--- src/rtl/rop_pkg.sv ---
// rop_pkg: shared codes and fixed widths for the rectangle occupancy placer
// no dependencies; imported by rop_row_unit, the top level and the checker
package rop_pkg;

  // operation codes carried in the func field
  localparam logic [1:0] FUNC_TEST  = 2'd0;
  localparam logic [1:0] FUNC_PLACE = 2'd1;
  localparam logic [1:0] FUNC_CLEAR = 2'd2;

  // configuration register indexes
  localparam logic [1:0] REG_COLS = 2'd0;
  localparam logic [1:0] REG_ROWS = 2'd1;

  // field widths
  localparam int FUNC_W   = 2;
  localparam int ORIGIN_W = 4;
  localparam int SIZE_W   = 5;
  localparam int CFG_W    = 5;

  // port widths
  localparam int IN_TDATA_W  = 24;
  localparam int OUT_TDATA_W = 8;
  localparam int CFG_ADDR_W  = 2;

  // width of bound sums and limits (effective grid side at most 31)
  localparam int CNT_W = 7;

  // reset value of both count registers
  localparam logic [CFG_W-1:0] CFG_RESET = 5'd16;

endpackage

--- src/rtl/rop_ram.sv ---
// rop_ram: generic simple dual-port ram, one write and one registered read per cycle
// no dependencies
module rop_ram #(
  parameter int WIDTH = 16,
  parameter int DEPTH = 16
) (
  input  logic                                   clk,
  input  logic                                   wr_en,
  input  logic [((DEPTH > 1) ? $clog2(DEPTH) : 1)-1:0] wr_addr,
  input  logic [WIDTH-1:0]                       wr_data,
  input  logic                                   rd_en,
  input  logic [((DEPTH > 1) ? $clog2(DEPTH) : 1)-1:0] rd_addr,
  output logic [WIDTH-1:0]                       rd_data
);

  logic [WIDTH-1:0] mem_r [DEPTH];

  // write port
  always_ff @(posedge clk) begin
    if (wr_en) begin
      mem_r[wr_addr] <= wr_data;
    end
  end

  // registered read port
  always_ff @(posedge clk) begin
    if (rd_en) begin
      rd_data <= mem_r[rd_addr];
    end
  end

endmodule

--- src/rtl/rop_row_unit.sv ---
// rop_row_unit: shared row unit, conflict test and set/clear of a column span
// depends on rop_pkg
module rop_row_unit
  import rop_pkg::*;
#(
  parameter int WIDTH = 16
) (
  input  logic [WIDTH-1:0] row_word,
  input  logic [WIDTH-1:0] span_mask,
  input  logic             clr_en,
  output logic [WIDTH-1:0] new_word,
  output logic             conflict
);

  // any occupied cell under the span
  assign conflict = |(row_word & span_mask);

  // clear frees the span, otherwise the span is marked occupied
  assign new_word = clr_en ? (row_word & ~span_mask) : (row_word | span_mask);

endmodule

--- src/rtl/rect_occupancy_placer_top.sv ---
// rect_occupancy_placer_top: occupancy bitmap with rectangle test, place and clear
// depends on rop_pkg, rop_ram, rop_row_unit
//
// channel   direction  signals                         contents
// in_       slave      in_tvalid in_tready in_tdata    one request item
// out_      master     out_tvalid out_tready out_tdata one ok result item
// cfg_      write      cfg_wr_en cfg_addr cfg_wdata    column and row counts
//
// an item visits its rows twice at most: one read per row for the free check,
// then one read-modify-write per row for place or clear, through the ram's registered read
// in_tready rises with out_tvalid; a result waits in the result state only while
// the one before it is still unaccepted
// synchronous active-low reset clears the bitmap (row valid bits) and sets both counts to 16
module rect_occupancy_placer_top
  import rop_pkg::*;
#(
  parameter int MAX_COLS = 16,
  parameter int MAX_ROWS = 16
) (
  input  logic                   clk,
  input  logic                   rst_n,
  // in_tdata: func[1:0] origin_col[5:2] origin_row[9:6] rect_width[14:10]
  //           rect_height[19:15], zero fill above
  input  logic                   in_tvalid,
  output logic                   in_tready,
  input  logic [IN_TDATA_W-1:0]  in_tdata,
  // out_tdata: ok[0], zero fill above
  output logic                   out_tvalid,
  input  logic                   out_tready,
  output logic [OUT_TDATA_W-1:0] out_tdata,
  input  logic                   cfg_wr_en,
  input  logic [CFG_ADDR_W-1:0]  cfg_addr,
  input  logic [CFG_W-1:0]       cfg_wdata
);

  localparam int RW = (MAX_ROWS > 1) ? $clog2(MAX_ROWS) : 1;
  localparam logic [CNT_W-1:0] COLS_LIM = CNT_W'(MAX_COLS);
  localparam logic [CNT_W-1:0] ROWS_LIM = CNT_W'(MAX_ROWS);

  localparam logic [1:0] S_IDLE   = 2'd0;
  localparam logic [1:0] S_CHECK  = 2'd1;
  localparam logic [1:0] S_FILL   = 2'd2;
  localparam logic [1:0] S_RESULT = 2'd3;

  logic [1:0]          state_r, state_nxt;
  logic [CFG_W-1:0]    cols_r, rows_r;
  logic [FUNC_W-1:0]   func_r;
  logic [MAX_COLS-1:0] mask_r;
  logic [RW-1:0]       start_row_r;
  logic [SIZE_W-1:0]   h_r;
  logic [RW-1:0]       iss_addr_r, iss_addr_nxt;
  logic [SIZE_W-1:0]   iss_left_r, iss_left_nxt;
  logic [RW-1:0]       ev_addr_r;
  logic                ev_pend_r, ev_pend_nxt;
  logic                ok_r, ok_nxt;
  logic                out_valid_r, out_valid_nxt;
  logic                out_ok_r;
  logic [MAX_ROWS-1:0] row_vld_r;
  logic                rv_r;

  // request fields
  logic [FUNC_W-1:0]   in_func;
  logic [ORIGIN_W-1:0] in_col, in_row;
  logic [SIZE_W-1:0]   in_w, in_h;

  assign in_func = in_tdata[1:0];
  assign in_col  = in_tdata[5:2];
  assign in_row  = in_tdata[9:6];
  assign in_w    = in_tdata[14:10];
  assign in_h    = in_tdata[19:15];

  // bounds against the effective counts
  logic [CNT_W-1:0]    ncols, nrows, col_end, row_end;
  logic                in_bounds;
  logic [MAX_COLS-1:0] in_mask;

  assign ncols   = ({2'b00, cols_r} > COLS_LIM) ? COLS_LIM : {2'b00, cols_r};
  assign nrows   = ({2'b00, rows_r} > ROWS_LIM) ? ROWS_LIM : {2'b00, rows_r};
  assign col_end = {3'b000, in_col} + {2'b00, in_w};
  assign row_end = {3'b000, in_row} + {2'b00, in_h};
  assign in_bounds = (col_end <= ncols) && (row_end <= nrows);

  // column span of the rectangle
  always_comb begin
    for (int i = 0; i < MAX_COLS; i++) begin
      in_mask[i] = (CNT_W'(i) >= {3'b000, in_col}) && (CNT_W'(i) < col_end);
    end
  end

  // handshakes and pass control
  logic in_fire, issue, pass_done, wr_en;
  logic in_pass;

  assign in_tready = (state_r == S_IDLE);
  assign in_fire   = in_tvalid && in_tready;
  assign in_pass   = (state_r == S_CHECK) || (state_r == S_FILL);
  assign issue     = in_pass && (iss_left_r != '0);
  assign pass_done = (iss_left_r == '0) && !ev_pend_r;
  assign wr_en     = (state_r == S_FILL) && ev_pend_r;

  // bitmap storage and the shared row unit
  logic [MAX_COLS-1:0] rd_data, row_word, new_word;
  logic                conflict;

  rop_ram #(
    .WIDTH(MAX_COLS),
    .DEPTH(MAX_ROWS)
  ) u_ram (
    .clk    (clk),
    .wr_en  (wr_en),
    .wr_addr(ev_addr_r),
    .wr_data(new_word),
    .rd_en  (issue),
    .rd_addr(iss_addr_r),
    .rd_data(rd_data)
  );

  // a row never written since reset reads as free
  assign row_word = rv_r ? rd_data : '0;

  rop_row_unit #(
    .WIDTH(MAX_COLS)
  ) u_row (
    .row_word (row_word),
    .span_mask(mask_r),
    .clr_en   (func_r == FUNC_CLEAR),
    .new_word (new_word),
    .conflict (conflict)
  );

  // sequencer
  always_comb begin
    state_nxt     = state_r;
    iss_addr_nxt  = iss_addr_r;
    iss_left_nxt  = iss_left_r;
    ev_pend_nxt   = 1'b0;
    ok_nxt        = ok_r;
    out_valid_nxt = out_valid_r && !out_tready;
    unique case (state_r)
      S_IDLE: begin
        if (in_fire) begin
          iss_addr_nxt = RW'(in_row);
          iss_left_nxt = in_h;
          ok_nxt       = in_bounds;
          if (!in_bounds) begin
            state_nxt = S_RESULT;
          end else if (in_func == FUNC_CLEAR) begin
            state_nxt = S_FILL;
          end else begin
            state_nxt = S_CHECK;
          end
        end
      end
      S_CHECK, S_FILL: begin
        if (issue) begin
          iss_addr_nxt = iss_addr_r + RW'(1);
          iss_left_nxt = iss_left_r - SIZE_W'(1);
          ev_pend_nxt  = 1'b1;
        end
        if ((state_r == S_CHECK) && ev_pend_r && conflict) begin
          ok_nxt = 1'b0;
        end
        if (pass_done) begin
          if ((state_r == S_CHECK) && ok_r && (func_r == FUNC_PLACE)) begin
            state_nxt    = S_FILL;
            iss_addr_nxt = start_row_r;
            iss_left_nxt = h_r;
          end else begin
            state_nxt = S_RESULT;
          end
        end
      end
      S_RESULT: begin
        if (!out_valid_r || out_tready) begin
          out_valid_nxt = 1'b1;
          state_nxt     = S_IDLE;
        end
      end
      default: begin
        state_nxt = S_IDLE;
      end
    endcase
  end

  // control registers
  always_ff @(posedge clk) begin
    if (!rst_n) begin
      state_r     <= S_IDLE;
      ev_pend_r   <= 1'b0;
      out_valid_r <= 1'b0;
      row_vld_r   <= '0;
      cols_r      <= CFG_RESET;
      rows_r      <= CFG_RESET;
    end else begin
      state_r     <= state_nxt;
      ev_pend_r   <= ev_pend_nxt;
      out_valid_r <= out_valid_nxt;
      if (wr_en) begin
        row_vld_r[ev_addr_r] <= 1'b1;
      end
      if (cfg_wr_en) begin
        if (cfg_addr == REG_COLS) begin
          cols_r <= cfg_wdata;
        end else if (cfg_addr == REG_ROWS) begin
          rows_r <= cfg_wdata;
        end
      end
    end
  end

  // payload registers
  always_ff @(posedge clk) begin
    iss_addr_r <= iss_addr_nxt;
    iss_left_r <= iss_left_nxt;
    ok_r       <= ok_nxt;
    if (in_fire) begin
      func_r      <= in_func;
      mask_r      <= in_mask;
      start_row_r <= RW'(in_row);
      h_r         <= in_h;
    end
    if (issue) begin
      ev_addr_r <= iss_addr_r;
      rv_r      <= row_vld_r[iss_addr_r];
    end
    if ((state_r == S_RESULT) && (!out_valid_r || out_tready)) begin
      out_ok_r <= ok_r;
    end
  end

  assign out_tvalid = out_valid_r;
  assign out_tdata  = {{(OUT_TDATA_W-1){1'b0}}, out_ok_r};

endmodule

--- config.mk ---
export PLATFORM = sky130hd
export DESIGN_NAME = rect_occupancy_placer_top
export DESIGN_NICKNAME = d
export VERILOG_FILES = /design/src/rtl/rop_pkg.sv /design/src/rtl/rop_ram.sv /design/src/rtl/rop_row_unit.sv /design/src/rtl/rect_occupancy_placer_top.sv
export SDC_FILE = /design/constraint.sdc
export NUM_CORES = 1
export LEC_CHECK = 0
export ABC_AREA = 1
export BUFFER_PORTS_ARGS = -buffer_cell sky130_fd_sc_hd__buf_2
export CORE_MARGIN = 5
export CORE_UTILIZATION = 62
export CTS_CLUSTER_SIZE = 16
export DETAILED_ROUTE_END_ITERATION = 7
export GPL_ROUTABILITY_DRIVEN = 0
export PLACE_DENSITY = 0.76
export SKIP_LAST_GASP = 1
export SLEW_MARGIN = 10
export SYNTH_ARGS = -nofsm -noshare
export SYNTH_HDL_FRONTEND = slang
export SYNTH_SLANG_ARGS = --single-unit
--- constraint.sdc ---
create_clock -name clk -period 3.7 [get_ports clk]
set_clock_uncertainty 0.15 [all_clocks]
set_input_delay 0.74 -clock clk [delete_from_list [all_inputs] [get_ports clk]]
set_output_delay 0.74 -clock clk [all_outputs]
set_load 0.02 [all_outputs]
After elaboration in Yosys (flattened, before gate mapping)
Memory sizes are Yosys's and may differ from the RTL's. A register that Yosys moved wholly into a read port is not among the register bits.
Index checks and enable logic that the tools add are counted.
{"block": "classes", "n_eq_ne": 11, "n_mux": 33, "magnitude_cmp": 38, "addsub": 4, "n_reduce_logical": 45, "n_bitwise": 6}
{"operator": "$lt 4x6->1 const A", "count": 8}
{"operator": "$and 16x16->16", "count": 2}
{"operator": "$mux 16", "count": 2}
{"operator": "$or 16x16->16", "count": 2}
{"operator": "$mux 5", "count": 6}
{"operator": "$ge 4x4->1 const A", "count": 7}
{"operator": "$logic_and 1x1->1", "count": 27}
{"operator": "$lt 3x6->1 const A", "count": 4}
{"operator": "$ge 3x4->1 const A", "count": 4}
{"operator": "$mux 4", "count": 4}
{"operator": "$not 16->16", "count": 1}
{"operator": "$reduce_or 16->1", "count": 1}
{"operator": "$add 4x5->6", "count": 2}
{"operator": "$le 6x5->1", "count": 2}
{"operator": "$lt 1x6->1 const A", "count": 2}
{"operator": "$lt 2x6->1 const A", "count": 2}
{"operator": "$gt 5x5->1 const B", "count": 2}
{"operator": "$lt 4x5->1 const B", "count": 2}
{"operator": "$mux 1", "count": 10}
{"operator": "$mux 2", "count": 5}
{"operator": "$pmux 5 s2", "count": 1}
{"operator": "$reduce_and 3->1", "count": 3}
{"operator": "$eq 2x2->1 const B", "count": 4}
{"operator": "$ge 1x4->1 const A", "count": 2}
{"operator": "other kinds (21)", "count": 32}
{"block": "totals", "in_bits": 36, "wordCells": 154, "ramBits": 256, "output_inout_bits": 10, "reg_bits": 73, "memories": 1}
{"memory": "u_ram.mem_r", "words": 16, "word_bits": 16, "read_ports": 1, "rd_clocked_by_memory_dff": 1, "write_ports": 1, "line": "rop_ram.sv:16", "rtl": "logic [WIDTH-1:0] mem_r [DEPTH];"}

Depth between registers and ports, before layout
{"block": "logic_depth", "word_depth": 7, "mapped_depth": 15, "depth_no_buf": 15}

Modules after synthesis
Synthesis repeated with hierarchy kept, for this count alone.
{"block": "hier_totals", "cells_unflattened": 1647, "hier_area_um2": 16007.9}
{"mod": "rop_ram", "instances": 1, "area_each_um2": 11541.1, "cells_each": 1074, "seq_area_each_um2": 8167.8}
{"mod": "rect_occupancy_placer_top", "instances": 1, "area_each_um2": 4124.0, "cells_each": 504, "seq_area_each_um2": 1891.8}
{"mod": "rop_row_unit", "instances": 1, "area_each_um2": 342.8, "cells_each": 69, "seq_area_each_um2": 0.0}

Worst setup path before layout
OpenSTA, ideal clock, no wires.
{"block": "synth_timing", "path_type": "input -> register", "from": "input in_tdata[2]", "to": "register state_r[0]", "arrival_time_ns": 2.689, "slack_ns": 0.741, "t_required_ns": 3.431, "n_path_buf": 0, "setup_ns": 0.119, "stages": 12, "path_cell_list": "ha_1 > fa_1 > xor2_2 > ha_1 > a21oi_1 > nand2_1 > nand2_1 > nand2_1 > a21oi_1 > nand4_1 > nand2_1 > a21oi_1"}
{"block": "synth_via", "elab_chain_cells": 6}
{"item": "start: declaration", "line": "rect_occupancy_placer_top.sv:26", "rtl": "input logic [IN_TDATA_W-1:0] in_tdata,"}
{"item": "$add 4x5->6", "line": "rect_occupancy_placer_top.sv:79", "rtl": "assign col_end = {3'b000, in_col} + {2'b00, in_w};"}
{"item": "$le 6x5->1", "line": "rect_occupancy_placer_top.sv:81", "rtl": "assign in_bounds = (col_end <= ncols) && (row_end <= nrows);"}
{"item": "$logic_and 1x1->1", "line": "rect_occupancy_placer_top.sv:81"}
{"item": "$mux 2", "line": "rect_occupancy_placer_top.sv:145", "rtl": "if (!in_bounds) begin"}
{"item": "$mux 2", "line": "rect_occupancy_placer_top.sv:141", "rtl": "if (in_fire) begin"}
{"item": "$pmux 2 s3", "line": "rect_occupancy_placer_top.sv:139", "rtl": "unique case (state_r)"}
{"item": "end signal: assignment", "line": "rect_occupancy_placer_top.sv:195", "rtl": "state_r <= state_nxt;"}
{"item": "end: declaration", "line": "rect_occupancy_placer_top.sv:45", "rtl": "logic [1:0] state_r, state_nxt;"}
No other way between the ends. The select of a mux whose other input is x is not followed.
A chain may end at the register's enable or synchronous reset.

Worst setup path after layout
Ends and elaborated chain as after synthesis.

==> results.ini <==
[clocking]
htreeDepth=2
cts_buffers=35
clockRootBuffer=clkbuf_16
clock_latency_ns=0.51
clk_path_buf_depth=3
cts_hold_buffers=0
postCtsSetupBuffers=0
clock_sinks=345
cts_tree=built
post_cts_resized=0
path_clk_slew_ns=0.06

[grt]
grt_usage_pct=25.8
gr-total-overflow=0
grt_pass1_vias=9361
antenna_found_initial=0
grt_max_degree=141
grt_pass1_wl_um=52100

[sta]
period_needed_ns=2.85
hold_viol=0
max_freq_mhz=351
rsz0062_at_grt=no
relSlewSlack_pct=25.7
fin_ws_ns=0.848
fin_crit_sh_pct=77.1
report.final.slew_viol_count=0
tns_ns=0
finalSetupViolCount=0
tightest_slew_ns=1.11

[routing]
vias=9830
postRouteWirelength_um=34100
post_drt_via_cell_ratio=6.01
drc_errors=0
firstDrtPassIters=6
drt_iter0_drc=1233
wire_per_inst_um=20.8
ant_nets=0

[final_layout]
fin_util_pct=70.0
stdcell_area_sq_mm=0.0163
layout.cells.non_filler=1636
fin_nets=1355
antenna_cells=0
drive_gt1_share_pct=12.8
syn_to_final_growth_pct=11.9
fillers=1610

[synthesis]
ys_ff_latch=345
yosysWarnings=0
synth_area_per_cell_sq_um=11.8
synthDistinctLibCells=47
synth_cells=1235
seq_area_frac_synth_pct=68.9
syn_area_sq_mm=0.0146

[critical_path]
crit_slowest_cell=fa_1
path_cells=buf_2 -> ha_1 -> fa_1 -> xor2_2 -> ha_1 -> a21oi_1 -> nand2_1 -> nand2_1 -> nand2_1 -> a21oi_1 -> nand4_1 -> nand2_1 -> a21oi_1
reg2regPathDepth=6
cp-end-kind=flop
cp.depth=13
cp_max_fo=7
r2r_slack_ns=1.07
crit_family=adder cells
critPathMaxStageDelay_ns=0.43
cpMostUsedCell=nand2_1
cp-start-kind=input port
worst-path-buf-inv=1
worstPathRequired_ns=3.94
worstPathArrival_ns=3.09
critPathKind=in -> reg

[floorplanning]
initial_core_util_pct=62.5
die-width_um=163
pin_count=46
die_h_um=163
die_area_sq_mm=0.0267
core_area_sq_mm=0.0233
rows=56

[power]
cellLeakagePower_nw=5.81
powerDensity_mw_per_mm2=766
max-vdd-ir-drop_uv=563

[min_path]
min_path_type=in -> reg
min_path_cells=1

[place]
hpwl_um=20300
port-buffer-count=34
dpl_worst_slack_ns=0.357
dpl.cell_count=1575
dpl_cell_area_sq_mm=0.0153

[run_status]
status=completed

[run]
cap_viol_max_count=0

cell usage after synthesis, drive strengths merged:
library cell	number	area (sq um)
a21boi	2	15.0
a21oi	101	505
a221oi	18	158
a31oi	2	12.5
buf	47	273
clkbuf	18	68.8
clkinv	3	11.3
conb	1	3.75
dfxtp	30	601
edfxtp	315	9460
fa	2	40.0
ha	24	300
inv	66	248
nand2	184	701
nand3	62	315
nand4	14	87.6
nor2	141	552
nor3	7	45.0
o2111ai	1	8.76
o211ai	6	45.0
o21a	13	97.6
o21ai	131	659
o21bai	1	7.51
o221a	7	78.8
o221ai	7	61.3
o22ai	21	131
o311ai	1	8.76
o41ai	2	17.5
or2	2	12.5
xnor2	1	8.76
xor2	5	58.8
metal layers:
metal | vias up | routed length, um | global-route usage [%]
met3 | 72 | 2720 | 4.52
met2 | 429 | 16500 | 42.4
li1 | 4580 | - | -
met1 | 4749 | 13800 | 35.2
met4 | 0 | 1070 | 9.19
met5 | - | 0 | 0
state kept, by name, indices dropped and copies added (netlist names), 5 cells and up:
signal / count
iss_left_r: 5
rows_r: 5
cols_r: 5
u_ram.mem_r: 256
u_ram.rd_data: 16
mask_r: 16
h_r: 5
row_vld_r: 16
final timing paths:
| check | from | endpoint |
|---|---|---|
| worst max-delay path | in_tdata[2] | state_r[0]$_SDFFE_PN0P_ |
| worst min-delay path | in_tdata[0] | func_r[0]$_DFFE_PP_ |
| worst max register to register | state_r[0]$_SDFFE_PN0P_ | iss_addr_r[0]$_DFFE_PP_ |
| worst min register to register | row_vld_r[11]$_SDFFE_PN0P_ | row_vld_r[11]$_SDFFE_PN0P_ |
power by group:
group,switching (mW),leakage [nW],internal (mW)
clock network,1.38,0.515,1.91
registers,0.207,3.11,5.10
logic,2.79,2.19,1.13
total,4.37,5.81,8.14
per-stage QoR:
step	hold slack [ns]	power [mW]
6_report	0.289	12.5
5_1_grt	0.286	13.2
4_1_cts	0.280	12.5
3_5_place_dp	0.290	9.23
3_3_place_gp	0.292	9.15
2_1_floorplan	0.277	7.94
placed cells by master (no fill, tap or decap), types with 2 or more instances in the layout:
cell type and n:
nor3_2 2, clkinv_2 5, o221ai_1 7, a31oi_1 2, nand4_1 14, nand2_1 182, nor2_2 19, inv_1 62
a21oi_1 101, nor3_1 5, clkinvlp_4 4, ha_1 24, nor2_4 2, buf_12 2, o22ai_1 21, clkbuf_1 7
xor2_1 3, clkbuf_16 37, fa_1 2, nand3_1 61, buf_4 44, xor2_2 2, nor2_1 120, inv_2 3
o21a_1 13, dfxtp_1 30, conb_1 7, a221oi_1 18, edfxtp_1 315, o21ai_0 127, o21ai_1 3, o221a_2 7
buf_2 34, o41ai_1 2, clkinv_1 9, o211ai_1 6
cell families after synthesis:
kind of cell               share of synthesized area [%]
xor gates and xnor gates                           0.463
adders and majority gates                           2.33
AOI/OAI and AO/OA                                   12.4
and+or+nand+nor                                     11.7
buffers and inverters                               4.12
DFF                                                 68.9
other                                             0.0257
layout make-up:
| cell class | count | area, sq um | share of cell area [%] |
|---|---|---|---|
| flip-flops and latches | 345 | 10100 | 61.6 |
| repair buffers | 80 | 541 | 3.31 |
| clock inverters | 16 | 108 | 0.659 |
| well taps | 319 | 399 | 2.44 |
| clock buffers | 45 | 966 | 5.92 |
| multi-input cells | 762 | 3990 | 24.5 |
| inverters | 69 | 262 | 1.60 |
Note: power is estimated with default switching activity, not from simulation.
